$ cat src/rtnp_pkg.sv
`timescale 1ns / 1ps
// ----------------------------------------------------------------------------
// rtnp_pkg
// Shared types and constants for the raster to tile nibble packer.
// ----------------------------------------------------------------------------
package rtnp_pkg;

    localparam int MAX_TILES_WIDE = 32;
    localparam int MAX_TILES_HIGH = 32;

    localparam int PIX_W   = 4;
    localparam int PIX_N   = 8;
    localparam int WORD_W  = PIX_W * PIX_N;
    localparam int ADDR_W  = 13;
    localparam int SIZE_W  = 6;
    localparam int ROW_W   = 3;
    localparam int CFG_IDX_W = 2;

    localparam int COL_W  = (MAX_TILES_WIDE > 1) ? $clog2(MAX_TILES_WIDE) : 1;
    localparam int BAND_W = (MAX_TILES_HIGH > 1) ? $clog2(MAX_TILES_HIGH) : 1;
    localparam int EFFW_W = $clog2(MAX_TILES_WIDE + 1);
    localparam int EFFH_W = $clog2(MAX_TILES_HIGH + 1);

    typedef enum logic [CFG_IDX_W-1:0] {
        REG_WIDTH_TILES  = 2'd0,
        REG_HEIGHT_TILES = 2'd1
    } cfg_reg_t;

    typedef struct packed {
        logic [PIX_W-1:0] pix7;
        logic [PIX_W-1:0] pix6;
        logic [PIX_W-1:0] pix5;
        logic [PIX_W-1:0] pix4;
        logic [PIX_W-1:0] pix3;
        logic [PIX_W-1:0] pix2;
        logic [PIX_W-1:0] pix1;
        logic [PIX_W-1:0] pix0;
    } pix_word_t;

    typedef struct packed {
        logic [WORD_W-1:0] packed_word;
        logic [ADDR_W-1:0] word_address;
        logic              frame_end;
    } tile_word_t;

    typedef struct packed {
        logic [ADDR_W-1:0] word_address;
        logic              frame_end;
    } rtnp_pos_t;

endpackage

$ cat src/rtnp_addr_gen.sv
`timescale 1ns / 1ps
// ----------------------------------------------------------------------------
// rtnp_addr_gen
// Tile column / row / band counters and tile-order word address.
// ----------------------------------------------------------------------------
module rtnp_addr_gen (
    input  logic                       clk,
    input  logic                       rst_n,
    input  logic                       step,
    input  logic [rtnp_pkg::SIZE_W-1:0] width_tiles,
    input  logic [rtnp_pkg::SIZE_W-1:0] height_tiles,
    output rtnp_pkg::rtnp_pos_t        pos
);
    import rtnp_pkg::*;

    logic [COL_W-1:0]  tile_column_reg, tile_column_next;
    logic [ROW_W-1:0]  row_in_tile_reg, row_in_tile_next;
    logic [BAND_W-1:0] tile_band_reg, tile_band_next;
    logic [EFFW_W-1:0] w_eff;
    logic [EFFH_W-1:0] h_eff;
    logic              col_last, row_last, band_last;
    logic [ADDR_W-1:0] band_base;

    // zero acts as one, oversize clamps
    always_comb
    begin
        if (width_tiles == '0)
            w_eff = EFFW_W'(1);
        else if (int'(width_tiles) > MAX_TILES_WIDE)
            w_eff = EFFW_W'(MAX_TILES_WIDE);
        else
            w_eff = EFFW_W'(width_tiles);

        if (height_tiles == '0)
            h_eff = EFFH_W'(1);
        else if (int'(height_tiles) > MAX_TILES_HIGH)
            h_eff = EFFH_W'(MAX_TILES_HIGH);
        else
            h_eff = EFFH_W'(height_tiles);
    end

    assign col_last  = ({1'b0, tile_column_reg} + (COL_W+1)'(1)) >= (COL_W+1)'(w_eff);
    assign row_last  = row_in_tile_reg == '1;
    assign band_last = ({1'b0, tile_band_reg} + (BAND_W+1)'(1)) >= (BAND_W+1)'(h_eff);

    assign band_base = ADDR_W'(tile_band_reg) * ADDR_W'(w_eff);

    assign pos.word_address = ((band_base + ADDR_W'(tile_column_reg)) << ROW_W)
                              + ADDR_W'(row_in_tile_reg);
    assign pos.frame_end    = col_last && row_last && band_last;

    always_comb
    begin
        tile_column_next = tile_column_reg;
        row_in_tile_next = row_in_tile_reg;
        tile_band_next   = tile_band_reg;
        if (step)
        begin
            if (!col_last)
                tile_column_next = tile_column_reg + COL_W'(1);
            else
            begin
                tile_column_next = '0;
                if (!row_last)
                    row_in_tile_next = row_in_tile_reg + ROW_W'(1);
                else
                begin
                    row_in_tile_next = '0;
                    tile_band_next   = band_last ? '0 : tile_band_reg + BAND_W'(1);
                end
            end
        end
    end

    always_ff @(posedge clk or negedge rst_n)
    begin
        if (!rst_n)
        begin
            tile_column_reg <= '0;
            row_in_tile_reg <= '0;
            tile_band_reg   <= '0;
        end
        else
        begin
            tile_column_reg <= tile_column_next;
            row_in_tile_reg <= row_in_tile_next;
            tile_band_reg   <= tile_band_next;
        end
    end

endmodule

$ cat src/raster_to_tile_nibble_packer_unit.sv
`timescale 1ns / 1ps
// ----------------------------------------------------------------------------
// raster_to_tile_nibble_packer_unit
// Packs raster pixel groups into 4bpp tile row words with tile-order address.
// ----------------------------------------------------------------------------
// Usage:
//   pix_*  : one word of eight 4-bit pixels per handshake, raster order.
//   tile_* : one word per input: packed nibbles, address in 8x8 tile order
//            ((band*width + tile)*8 + row), and frame_end on the last word.
//   cfg_*  : register writes (index 0 width_tiles, 1 height_tiles), always
//            ready; write only while the unit is idle.
// An accepted word shows as output valid in the next cycle. Throughput is one
// word per cycle unless stalled; the output register is the only stage.
// A stalled receiver holds the output register; input ready then drops
// until the output word is taken, and reloads in the same cycle it is taken.
// Reset clears the position counters and output valid and loads the default
// size of 30 x 20 tiles.
// ----------------------------------------------------------------------------
module raster_to_tile_nibble_packer_unit (
    input  logic                          clk,
    input  logic                          rst_n,
    input  logic                          pix_valid,
    output logic                          pix_ready,
    input  rtnp_pkg::pix_word_t           pix_word,
    output logic                          tile_valid,
    input  logic                          tile_ready,
    output rtnp_pkg::tile_word_t          tile_word,
    input  logic                          cfg_valid,
    output logic                          cfg_ready,
    input  logic [rtnp_pkg::CFG_IDX_W-1:0] cfg_index,
    input  logic [rtnp_pkg::SIZE_W-1:0]   cfg_data
);
    import rtnp_pkg::*;

    logic [SIZE_W-1:0] width_tiles_reg, height_tiles_reg;
    logic              tile_valid_reg, tile_valid_next;
    tile_word_t        tile_word_reg;
    rtnp_pos_t         pos;
    logic              accept;

    assign cfg_ready = 1'b1;
    assign pix_ready = !tile_valid_reg || tile_ready;
    assign accept    = pix_valid && pix_ready;

    always_ff @(posedge clk or negedge rst_n)
    begin
        if (!rst_n)
        begin
            width_tiles_reg  <= SIZE_W'(30);
            height_tiles_reg <= SIZE_W'(20);
        end
        else if (cfg_valid)
        begin
            case (cfg_index)
                REG_WIDTH_TILES:  width_tiles_reg  <= cfg_data;
                REG_HEIGHT_TILES: height_tiles_reg <= cfg_data;
                default: ;
            endcase
        end
    end

    rtnp_addr_gen u_addr_gen (
        .clk          (clk),
        .rst_n        (rst_n),
        .step         (accept),
        .width_tiles  (width_tiles_reg),
        .height_tiles (height_tiles_reg),
        .pos          (pos)
    );

    assign tile_valid_next = accept || (tile_valid_reg && !tile_ready);

    always_ff @(posedge clk or negedge rst_n)
    begin
        if (!rst_n)
            tile_valid_reg <= 1'b0;
        else
            tile_valid_reg <= tile_valid_next;
    end

    // pix0 sits in the low nibble by struct layout
    always_ff @(posedge clk)
    begin
        if (accept)
        begin
            tile_word_reg.packed_word  <= pix_word;
            tile_word_reg.word_address <= pos.word_address;
            tile_word_reg.frame_end    <= pos.frame_end;
        end
    end

    assign tile_valid = tile_valid_reg;
    assign tile_word  = tile_word_reg;

    a_no_overrun: assert property (@(posedge clk) disable iff (!rst_n)
        (pix_valid && pix_ready) |-> (!tile_valid || tile_ready))
        else $error("input accepted over an untaken output word");

    a_accept_shows: assert property (@(posedge clk) disable iff (!rst_n)
        (pix_valid && pix_ready) |=> tile_valid)
        else $error("accepted word did not reach the output");

    a_end_on_last_row: assert property (@(posedge clk) disable iff (!rst_n)
        (tile_valid && tile_word.frame_end) |-> (tile_word.word_address[2:0] == 3'b111))
        else $error("frame end outside the last tile row");

endmodule
$ cat config.mk
export PLATFORM = sky130hd
export DESIGN_NAME = raster_to_tile_nibble_packer_unit
export DESIGN_NICKNAME = d
export VERILOG_FILES = /design/src/rtnp_pkg.sv /design/src/rtnp_addr_gen.sv /design/src/raster_to_tile_nibble_packer_unit.sv
export SDC_FILE = /design/constraint.sdc
export NUM_CORES = 1
export LEC_CHECK = 0
export BUFFER_PORTS_ARGS = -buffer_cell sky130_fd_sc_hd__buf_2
export CELL_PAD_IN_SITES_DETAIL_PLACEMENT = 0
export CELL_PAD_IN_SITES_GLOBAL_PLACEMENT = 1
export CORE_MARGIN = 2
export CORE_UTILIZATION = 47
export CTS_BUF_LIST = sky130_fd_sc_hd__clkbuf_2 sky130_fd_sc_hd__clkbuf_4 sky130_fd_sc_hd__clkbuf_8
export DETAILED_ROUTE_END_ITERATION = 8
export PLACE_DENSITY = 0.93
export SKIP_CTS_REPAIR_TIMING = 1
export SYNTH_ARGS = -nofsm -noshare
export SYNTH_HDL_FRONTEND = slang
export SYNTH_SLANG_ARGS = --single-unit
$ cat constraint.sdc
create_clock -name clk -period 5.7 [get_ports clk]
set_input_delay 1.14 -clock clk [delete_from_list [all_inputs] [get_ports clk]]
set_output_delay 1.14 -clock clk [all_outputs]
set_load 0.05 [all_outputs]
==> results of run 1 <==
## cells in the mapped netlist (all sizes together)
cell type  instances  area, um2
nor3b              1       12.5
dfstp              6        158
xnor2              9       78.8
o31ai              1       7.51
nand2b             6       40.0
a21o               5       38.8
nor4               2       12.5
edfxtp            46       1380
nor3               2       10.0
mux2              14        158
fa                16        320
clkbuf             1       3.75
o21ai             14       77.6
inv               37        139
o2bb2ai            1       8.76
xor2               3       26.3
dfrtp             20        500
o21bai             1       7.51
nand3              7       35.0
or4                1       7.51
a22o               3       26.3
nand4              1       6.26
a211oi             2       15.0
conb               1       3.75
o22ai              1       6.26
o211ai             1       7.51
nand3b             1       7.51
nor2              16       62.6
and2              13       81.3
a21oi             10       68.8
a21boi             1       11.3
ha                35        438
nand2             37        144
nor2b              5       38.8
buf                3       17.5
## path summary, 6_finish.rpt
check                                                            end  cells after the start
max in group asynchronous             width_tiles_reg[2]$_DFFE_PN1P_                      1
min in group asynchronous  u_addr_gen.tile_column_reg[2]$_DFFE_PN0P_                      1
min                                           tile_word[2]$_DFFE_PP_                      0
max reg2reg                                  tile_word[13]$_DFFE_PP_                     14
max                                          tile_word[13]$_DFFE_PP_                     14
min reg2reg                                   tile_word[2]$_DFFE_PP_                      0
## power by group through the flow
stage,Combinational (mW),Clock (mW),Sequential (mW)
finish,0.603,0.348,0.722
global route,0.694,0.379,0.734
CTS,0.613,0.362,0.722
detailed placement,0.609,0,0.733
global placement,0.593,0,0.729
floorplan,0.365,0,0.829
## layer usage
| layer | vias to the layer above | GRT usage [%] |
|---|---|---|
| met2 | 82 | 29.2 |
| li1 | 1302 | - |
| met3 | 11 | 4.31 |
| met1 | 1242 | 20.3 |
| met4 | 0 | 7.98 |
| met5 | - | 0 |
## cell type report
class | instances | share of cell area [%]
flip-flops and latches | 72 | 43.4
repair buffers | 92 | 9.81
multi-input cells | 210 | 37.4
clock inverters | 7 | 0.933
clock buffers | 9 | 2.64
inverters | 37 | 2.96
well taps | 105 | 2.80
## through the flow
stage	instances	area (um2)	util [%]	worst slack [ns]
after CTS	532	4700	57.4	1.63
after detailed placement	516	4530	55.4	1.65
after global routing	532	4700	57.4	1.39
final	532	4700	57.4	1.62
after global placement	516	4530	55.4	1.71
after floorplan	323	3960	-	1.89
## kinds of logic (layout without fill, tap and decap cells)
| family | Yosys count | count (layout) | share of synthesized area (%) |
|---|---|---|---|
| DFF | 72 | 72 | 51.5 |
| other | 1 | 1 | 0.0948 |
| muxes | 14 | 14 | 3.98 |
| buffers and inverters | 41 | 145 | 4.05 |
| adders and majority gates | 51 | 51 | 19.2 |
| AOI/OAI and AO/OA | 40 | 40 | 6.96 |
| and+or+nand+nor | 92 | 92 | 11.6 |
| xor gates and xnor gates | 12 | 12 | 2.66 |
==> impl_metrics.csv, run 1 <==
group,metric,value,unit
finish,area_growth,18.7,%
finish,multi_input_area,1760,um2
clock_tree,cts_buffers,9,
clock_tree,clkSinkCount,72,
drt,routedWlPerCell,13.6,um
global_routing,antenna_found_initial,0,
timing,fin_setup_tns,0,ns
clock_tree,clk_latency,0.34,ns
drt,wl_met3,540,um
finish,fillers,711,
critical_path,worst_path_max_delay_cell,"dfstp_2",
timing,relSlewSlack,33.0,%
drt,wl_met2,3.46,mm
drt,wl_met1,3.08,mm
floorplan,start_util,48.4,%
clock_tree,path_clk_slew,0.08,ns
place,port_buffers,92,
clock_tree,cts_max_level,3,
drt,drtPass1Iterations,4,
timing,timing_worst_slew_pin_value,1.00,ns
power,power_switching,639,uW
drt,via_per_inst,4.96,
power,clock_power_share,20.8,%
floorplan,fp.coreArea,8180,um2
power,power_frac_seq,43.2,%
floorplan,rows,33,
floorplan,dieArea,9170,um2
timing,rsz0062_at_grt,"false",
run,maxCapViolCount,0,
critical_path,crit_path_start,"width_tiles_reg[3]$_DFFE_PN1P_",
clock_tree,cts_tree,"built",
critical_path,r2r_start,"width_tiles_reg[3]$_DFFE_PN1P_",
synthesis,synth_cell_types,45,
clock_tree,cts-root-buf,"clkbuf_8",
global_routing,globalRouteTotalUtil,17.1,%
timing,finalClockSkew,0.00915,ns
place,hpwl,5.62,mm
min_path,hp-class,"reg2reg",
timing,fin_crit,4.08,ns
synthesis,post_synth.cell_area_avg,12.3,um2
min_path,min_from,"u_addr_gen.row_in_tile_reg[1]$_DFFE_PN0P_",
finish,layout_common_cells,"buf_2, edfxtp_1, inv_1",
synthesis,ys_ff_latch,72,
synthesis,synth_warnings,0,
timing,maxSlewViolCount,0,
global_routing,grt_pass1_vias,2683,
power,power_leakage,2.17,nW
critical_path,cp_slowest_stage_delay,0.54,ns
critical_path,cpLargestDelayFamily,"adder cells",
power,total_power,1.67,mW
finish,drive_gt1_share,33.0,%
critical_path,cp.required,5.79,ns
power,peakVddDrop,0.182,mV
timing,hold_viol,0,
critical_path,cp_num_buf_inv,3,
critical_path,endpoint_kind,"flip-flop",
floorplan,io_pins,94,
global_routing,grt_max_degree,53,
finish,regArea,2040,um2
critical_path,critPathMaxFanout,5,
finish,final_common_cell,"buf_2",
timing,setup_viol,0,
critical_path,cp.arrival,4.17,ns
global_routing,grt_pass1_wl,11.9,mm
drt,wl,7.21,mm
critical_path,start_kind,"flip-flop",
power,switching_share,38.2,%
drt,antenna_left,0,
drt,vias,2637,
power,p_int,1.03,mW
synthesis,synthCells,323,
critical_path,rrSetupSlack,1.62,ns
timing,holdWs,0.488,ns
finish,nNetsFinal,518,
critical_path,criticalPathCategory,"reg2reg",
synthesis,synthesis.nets,419,
timing,fin_crit_sh,71.6,%
power,combPwrFrac,36.0,%
finish,n_antenna_cell,0,
global_routing,grt-ovfl-total,0,
drt,drt_iter0_drc,34,
floorplan,die_height,95.8,um
critical_path,crit_path_cell_trace,"nor2b_1 > inv_1 > nor2_1 > fa_1 > fa_1 > inv_1 > fa_1 > inv_1 > ha_1 > a21o_1 > a21oi_1 > o21ai_0 > a21oi_1 > xnor2_1",
drt,drc,0,
floorplan,die_x,95.8,um
status,status,"completed",
place,place_congestion,0.871,
finish,largest_register_ffs,46,
synthesis,seq_area_frac_synth,51.5,%
power,power.density,356,nW/um2
timing,clock.fmax,0.245,GHz
clock_tree,clock_path_buffers,2,
drt,highest_layer,"met4",
synthesis,syn_area,3960,um2
(Power assumes the default switching activity.)
==> run 2, diff against run 1 <==
--- a/config.mk
+++ b/config.mk
@@ -9,10 +9,10 @@
 export CELL_PAD_IN_SITES_DETAIL_PLACEMENT = 0
 export CELL_PAD_IN_SITES_GLOBAL_PLACEMENT = 1
 export CORE_MARGIN = 2
-export CORE_UTILIZATION = 47
+export CORE_UTILIZATION = 40
 export CTS_BUF_LIST = sky130_fd_sc_hd__clkbuf_2 sky130_fd_sc_hd__clkbuf_4 sky130_fd_sc_hd__clkbuf_8
 export DETAILED_ROUTE_END_ITERATION = 8
-export PLACE_DENSITY = 0.93
+export PLACE_DENSITY = 0.85
 export SKIP_CTS_REPAIR_TIMING = 1
 export SYNTH_ARGS = -nofsm -noshare
 export SYNTH_HDL_FRONTEND = slang
==> constraint.sdc (replaced) <==
create_clock -name clk -period 3.7 [get_ports clk]
set_input_delay 0.74 -clock clk [delete_from_list [all_inputs] [get_ports clk]]
set_output_delay 0.74 -clock clk [all_outputs]
set_load 0.05 [all_outputs]
==> impl_metrics.csv, run 2 (synthesis results as in run 1) <==
group,metric,value,unit
drt,routedWlPerCell,13.0,um
global_routing,grt-ovfl-total,0,
power,clock_power_share,21.6,%
critical_path,worst_path_max_delay_cell,"fa_1",
power,power_leakage,2.28,nW
drt,drtPass1Iterations,4,
finish,layout_common_cells,"buf_2, edfxtp_1, inv_1, nand2_1, ha_1",
clock_tree,path_clk_slew,0.09,ns
global_routing,grt_pass1_wl,11.9,mm
timing,setup_viol,1,
floorplan,rows,36,
critical_path,cp_num_buf_inv,2,
global_routing,grt_pass1_vias,2742,
critical_path,criticalPathCategory,"reg2reg",
drt,wl,7.56,mm
power,power_switching,1.06,mW
timing,clock.fmax,0.269,GHz
clock_tree,clk_latency,0.37,ns
floorplan,dieArea,10700,um2
place,placed_cells,563,
floorplan,die_x,103,um
timing,timing_worst_slew_pin_value,0.591,ns
timing,finalClockSkew,0.0164,ns
critical_path,start_kind,"flip-flop",
floorplan,start_util,40.9,%
finish,n_antenna_cell,0,
clock_tree,clkSinkCount,72,
place,dpl_worst_slack,-0.121,ns
critical_path,endpoint_kind,"flip-flop",
place,hpwl,5.87,mm
critical_path,critPathMaxFanout,3,
place,place_congestion,0.844,
power,power_frac_seq,40.2,%
global_routing,grt_max_degree,43,
drt,antenna_left,0,
critical_path,cp.required,3.92,ns
critical_path,cp.arrival,3.93,ns
clock_tree,cts_tree,"built",
power,power.density,549,nW/um2
finish,final_common_cell,"buf_2",
clock_tree,clock_path_buffers,2,
timing,hold_viol,0,
finish,nNetsFinal,539,
power,combPwrFrac,38.2,%
run,maxCapViolCount,0,
finish,fillers,856,
floorplan,io_pins,94,
finish,final_cells,581,
power,total_power,2.74,mW
critical_path,cp_slowest_stage_delay,0.57,ns
clock_tree,cts-root-buf,"clkbuf_8",
status,status,"complete, but fails checks",
critical_path,cpLargestDelayFamily,"adder cells",
timing,rsz0062_at_grt,"true",
timing,fin_crit,3.71,ns
timing,setup_ws,-0.0120,ns
finish,largest_register_ffs,46,
clock_tree,cts_max_level,3,
timing,maxSlewViolCount,0,
min_path,hp-class,"in2async",
drt,vias,2727,
finish,drive_gt1_share,39.7,%
finish,area_growth,26.1,%
timing,fin_setup_tns,-0.0120,ns
timing,relSlewSlack,60.6,%
drt,drc,0,
critical_path,crit_path_cell_trace,"nor2b_4 > buf_6 > nand2_1 > fa_1 > fa_1 > fa_1 > inv_2 > ha_4 > nor2b_4 > o21ai_2 > a21boi_2 > or4_1 > nand3_1",
floorplan,fp.coreArea,9680,um2
critical_path,cp_common_cell,"fa_1",
place,placed_area,4720,um2
global_routing,antenna_found_initial,0,
drt,via_per_inst,4.69,
finish,finalInstanceArea,4990,um2
floorplan,die_height,103,um
power,p_int,1.68,mW
place,port_buffers,92,
status,violations,"negative setup slack",
global_routing,globalRouteTotalUtil,14.5,%
clock_tree,cts_buffers,9,
timing,fin_crit_sh,100,%
power,peakVddDrop,0.170,mV
drt,drt_iter0_drc,48,
power,switching_share,38.6,%
==> run 2: cell types whose count changed in the layout (fill, tap and decap cells not counted), sizes merged <==
cell / change
clkinv: -4
inv: +2
buf: +21
clkinvlp: +2
==> run 2: metal layers <==
metal / global-route usage [%] / part of all wire, % / vias to the layer above
li1: - / - / 1342
met1: 15.5 / 39 / 1287
met2: 26.5 / 51 / 85
met3: 3.49 / 7.6 / 13
met4: 7.19 / 2.2 / 0
met5: 0 / 0 / -
==> run 2: stage by stage <==
step	utilization [%]	hold slack, ns
final	51.5	0.368
after global routing	51.5	0.398
after CTS	50.7	0.385
after detailed placement	48.8	0.467
after global placement	48.8	0.459
after floorplan	-	0.444
==> run 2: area by class of cell <==
class	count	area (um2)	area share, %
clock inverter	7	62.6	1.25
timing repair buffer	113	622	12.5
multi-input combinational	210	1840	36.8
inverter	37	139	2.78
sequential	72	2040	40.9
tap	133	166	3.33
clock buffer	9	124	2.48
==> run 2: final timing paths <==
kind                                                            from  cells after the start                               to  slack (ns)
max reg2reg                           width_tiles_reg[2]$_DFFE_PN1P_                     13          tile_word[12]$_DFFE_PP_       -0.01
min reg2reg                u_addr_gen.row_in_tile_reg[1]$_DFFE_PN0P_                      0           tile_word[2]$_DFFE_PP_        0.49
max in group asynchronous                                      rst_n                      1   width_tiles_reg[5]$_DFFE_PN0P_        2.91
min                                                            rst_n                      1  height_tiles_reg[5]$_DFFE_PN0P_        0.37
max                                   width_tiles_reg[2]$_DFFE_PN1P_                     13          tile_word[12]$_DFFE_PP_       -0.01
min in group clk           u_addr_gen.row_in_tile_reg[1]$_DFFE_PN0P_                      0           tile_word[2]$_DFFE_PP_        0.49
==> run 2: power groups by stage <==
stage	Combinational [mW]	Sequential, mW	Clock, mW
floorplan	0.574	1.28	0
global placement	0.990	1.11	0
detailed placement	1.03	1.11	0
CTS	1.03	1.10	0.613
global route	1.18	1.12	0.642
finish	1.05	1.10	0.592
==> run 3, diff against run 2 <==
--- a/config.mk
+++ b/config.mk
@@ -5,11 +5,12 @@
 export SDC_FILE = /design/constraint.sdc
 export NUM_CORES = 1
 export LEC_CHECK = 0
+export ABC_AREA = 1
 export BUFFER_PORTS_ARGS = -buffer_cell sky130_fd_sc_hd__buf_2
 export CELL_PAD_IN_SITES_DETAIL_PLACEMENT = 0
 export CELL_PAD_IN_SITES_GLOBAL_PLACEMENT = 1
 export CORE_MARGIN = 2
-export CORE_UTILIZATION = 40
+export CORE_UTILIZATION = 39
 export CTS_BUF_LIST = sky130_fd_sc_hd__clkbuf_2 sky130_fd_sc_hd__clkbuf_4 sky130_fd_sc_hd__clkbuf_8
 export DETAILED_ROUTE_END_ITERATION = 8
 export PLACE_DENSITY = 0.85
==> impl_metrics.csv, run 3 <==
group,metric,value,unit
global_routing,grt-ovfl-total,0,
power,total_power,2.49,mW
critical_path,critPathMaxFanout,4,
finish,drive_gt1_share,33.6,%
timing,maxSlewViolCount,0,
power,peakVddDrop,0.227,mV
place,hpwl,6.50,mm
synthesis,synth-compound-area-share,5.25,%
clock_tree,cts-root-buf,"clkbuf_8",
critical_path,cpLargestDelayFamily,"adder cells",
synthesis,synth_cell_types,34,
critical_path,crit_path_cell_trace,"nor3_4 > nand3_2 > nand2_2 > nand2_4 > inv_2 > nand2_2 > fa_1 > fa_1 > fa_1 > inv_2 > ha_4 > a21oi_4 > nand2_2 > a21oi_2 > inv_1 > nand2_1 > nand2_1",
critical_path,cp_num_buf_inv,3,
timing,fin_crit,3.57,ns
synthesis,yosysMostFrequentCell,"nand2_1",
floorplan,dieArea,11300,um2
timing,hold_viol,0,
synthesis,synth_async_sr_flop_share,36.1,%
drt,drtPass1Iterations,4,
clock_tree,cts_max_level,3,
timing,setup_ws,0.133,ns
drt,vias,3081,
floorplan,die_x,106,um
clock_tree,cts_tree,"built",
timing,rsz0062_at_grt,"true",
finish,fin_util,50.5,%
clock_tree,cts_buffers,9,
synthesis,synthMuxAreaShare,0,%
synthesis,synth_area_leaders,"edfxtp_1, dfrtp_1, ha_1",
drt,via_per_inst,4.61,
critical_path,rr_worst_depth,17,
finish,area_growth,26.8,%
synthesis,synthCells,412,
power,power_leakage,2.60,nW
timing,timing_worst_slew_pin_value,0.611,ns
place,port_buffers,92,
critical_path,cp_slowest_stage_delay,0.50,ns
timing,fin_setup_tns,0,ns
critical_path,start_kind,"flip-flop",
synthesis,synthFlopType,"edfxtp_1",
timing,holdWs,0.390,ns
synthesis,synth_area_leader_cell,"edfxtp_1",
critical_path,endpoint_kind,"flip-flop",
place,placed_cells,651,
synthesis,synth_warnings,0,
critical_path,criticalPathCategory,"reg2reg",
synthesis,yosys-top-cells-count,"nand2_1, inv_1, edfxtp_1, ha_1, nor2_1",
floorplan,rows,37,
synthesis,yosys.area.top_type_share,33.7,%
drt,drt_iter0_drc,148,
drt,routedWlPerCell,12.5,um
power,power.density,480,nW/um2
status,status,"completed",
finish,nNetsFinal,624,
clock_tree,clk_latency,0.35,ns
timing,setup_viol,0,
min_path,hp-class,"in2async",
timing,clock.fmax,0.280,GHz
synthesis,synth_top_family_by_area,"adder cells",
timing,fin_crit_sh,96.4,%
run,maxCapViolCount,0,
floorplan,io_pins,94,
finish,final_common_cell,"nand2_1",
place,dpl_worst_slack,-0.105,ns
timing,relSlewSlack,59.3,%
critical_path,worst_path_max_delay_cell,"fa_1",
synthesis,syn_area,4100,um2
floorplan,start_util,39.9,%
critical_path,crit_cells,17,
synthesis,post_synth.cell_area_avg,9.94,um2
global_routing,globalRouteTotalUtil,15.6,%
critical_path,cp.arrival,3.68,ns
place,placed_area,4830,um2
clock_tree,clkSinkCount,72,
critical_path,cp.required,3.81,ns
place,place_congestion,0.882,
synthesis,synthesis.nets,508,
finish,finalInstanceArea,5190,um2
drt,wl,8.39,mm
drt,antenna_left,0,
floorplan,die_height,106,um
finish,final_cells,669,
synthesis,ys_ff_latch,72,
synthesis,synth-simple-area-share,16.4,%
global_routing,grt_pass1_vias,3110,
synthesis,seq_area_frac_synth,49.8,%
global_routing,grt_max_degree,32,
global_routing,antenna_found_initial,0,
synthesis,synthAdderAreaFrac,18.5,%
synthesis,synth-edff-count,46,
timing,finalClockSkew,0.00765,ns
synthesis,synth-xor-area-share,1.71,%
clock_tree,clock_path_buffers,2,
finish,largest_register_ffs,46,
floorplan,fp.coreArea,10300,um2
clock_tree,path_clk_slew,0.08,ns
global_routing,grt_pass1_wl,13.9,mm
drt,drc,0,
finish,layout_common_cells,"nand2_1, buf_2, inv_1",
finish,n_antenna_cell,0,
[run 3: cell count changes after synthesis, sizes merged, moves of 4 or more]
| cell | previous run | this run |
|---|---|---|
| nor2b | 5 | 0 |
| mux2 | 14 | 0 |
| and2 | 13 | 1 |
| nand2 | 37 | 108 |
| nand2b | 6 | 0 |
| o21ai | 14 | 21 |
| inv | 37 | 77 |
| nor2 | 16 | 25 |
| a21o | 5 | 1 |
| xnor2 | 9 | 2 |
| buf | 3 | 7 |
| nand3 | 7 | 15 |
[run 3: area by class of cell]
type                    count  area [um2]
inverters                  77         289
repair buffers            114         626
multi-input cells         254        1850
clock buffers              10         131
fillers                   937        5080
well taps                 136         170
clock inverters             6        85.1
flip-flops and latches     72        2040
[run 3: metal layers]
metal / track usage [%] / up-vias / routed length [um]
met3: 3.37 / 14 / 623
li1: - / 1543 / -
met2: 26.6 / 116 / 3880
met4: 5.84 / 0 / 136
met1: 19.3 / 1408 / 3750
met5: 0 / - / 0
[run 3: logic make-up after synthesis]
kind of cell	count (synthesis)
compound gates	36
xor+xnor	8
fa+ha+maj	51
buf+inv	86
flops	72
other cells	1
simple gates	158
[run 3: path summary, 6_finish.rpt]
check,startpoint,end,slack (ns)
worst max-delay path,width_tiles_reg[3]$_DFFE_PN1P_,tile_word[13]$_DFFE_PP_,0.13
worst min register to register,u_addr_gen.row_in_tile_reg[2]$_DFFE_PN0P_,tile_word[3]$_DFFE_PP_,0.49
worst min-delay path,rst_n,width_tiles_reg[5]$_DFFE_PN0P_,0.39
min in group clk,u_addr_gen.row_in_tile_reg[2]$_DFFE_PN0P_,tile_word[3]$_DFFE_PP_,0.49
max in group asynchronous,rst_n,width_tiles_reg[5]$_DFFE_PN0P_,2.88
worst max register to register,width_tiles_reg[3]$_DFFE_PN1P_,tile_word[13]$_DFFE_PP_,0.13
[run 3: report_power, final]
part	leakage, nW	total, mW	switching (mW)	internal, mW
clock network	0.107	0.691	0.306	0.385
registers	0.764	1.06	0.0778	0.977
logic	1.73	0.747	0.490	0.257
[run 3: worst reg2reg max path, stage by stage (launching register included)]
cell and delay (ns):
dfstp_2 0.39, nor3_4 0.18, nand3_2 0.13, nand2_2 0.10
nand2_4 0.09, inv_2 0.08, nand2_2 0.05, fa_1 0.46
fa_1 0.50, fa_1 0.50, inv_2 0.04, ha_4 0.23
a21oi_4 0.15, nand2_2 0.10, a21oi_2 0.16, inv_1 0.05
nand2_1 0.06, nand2_1 0.04
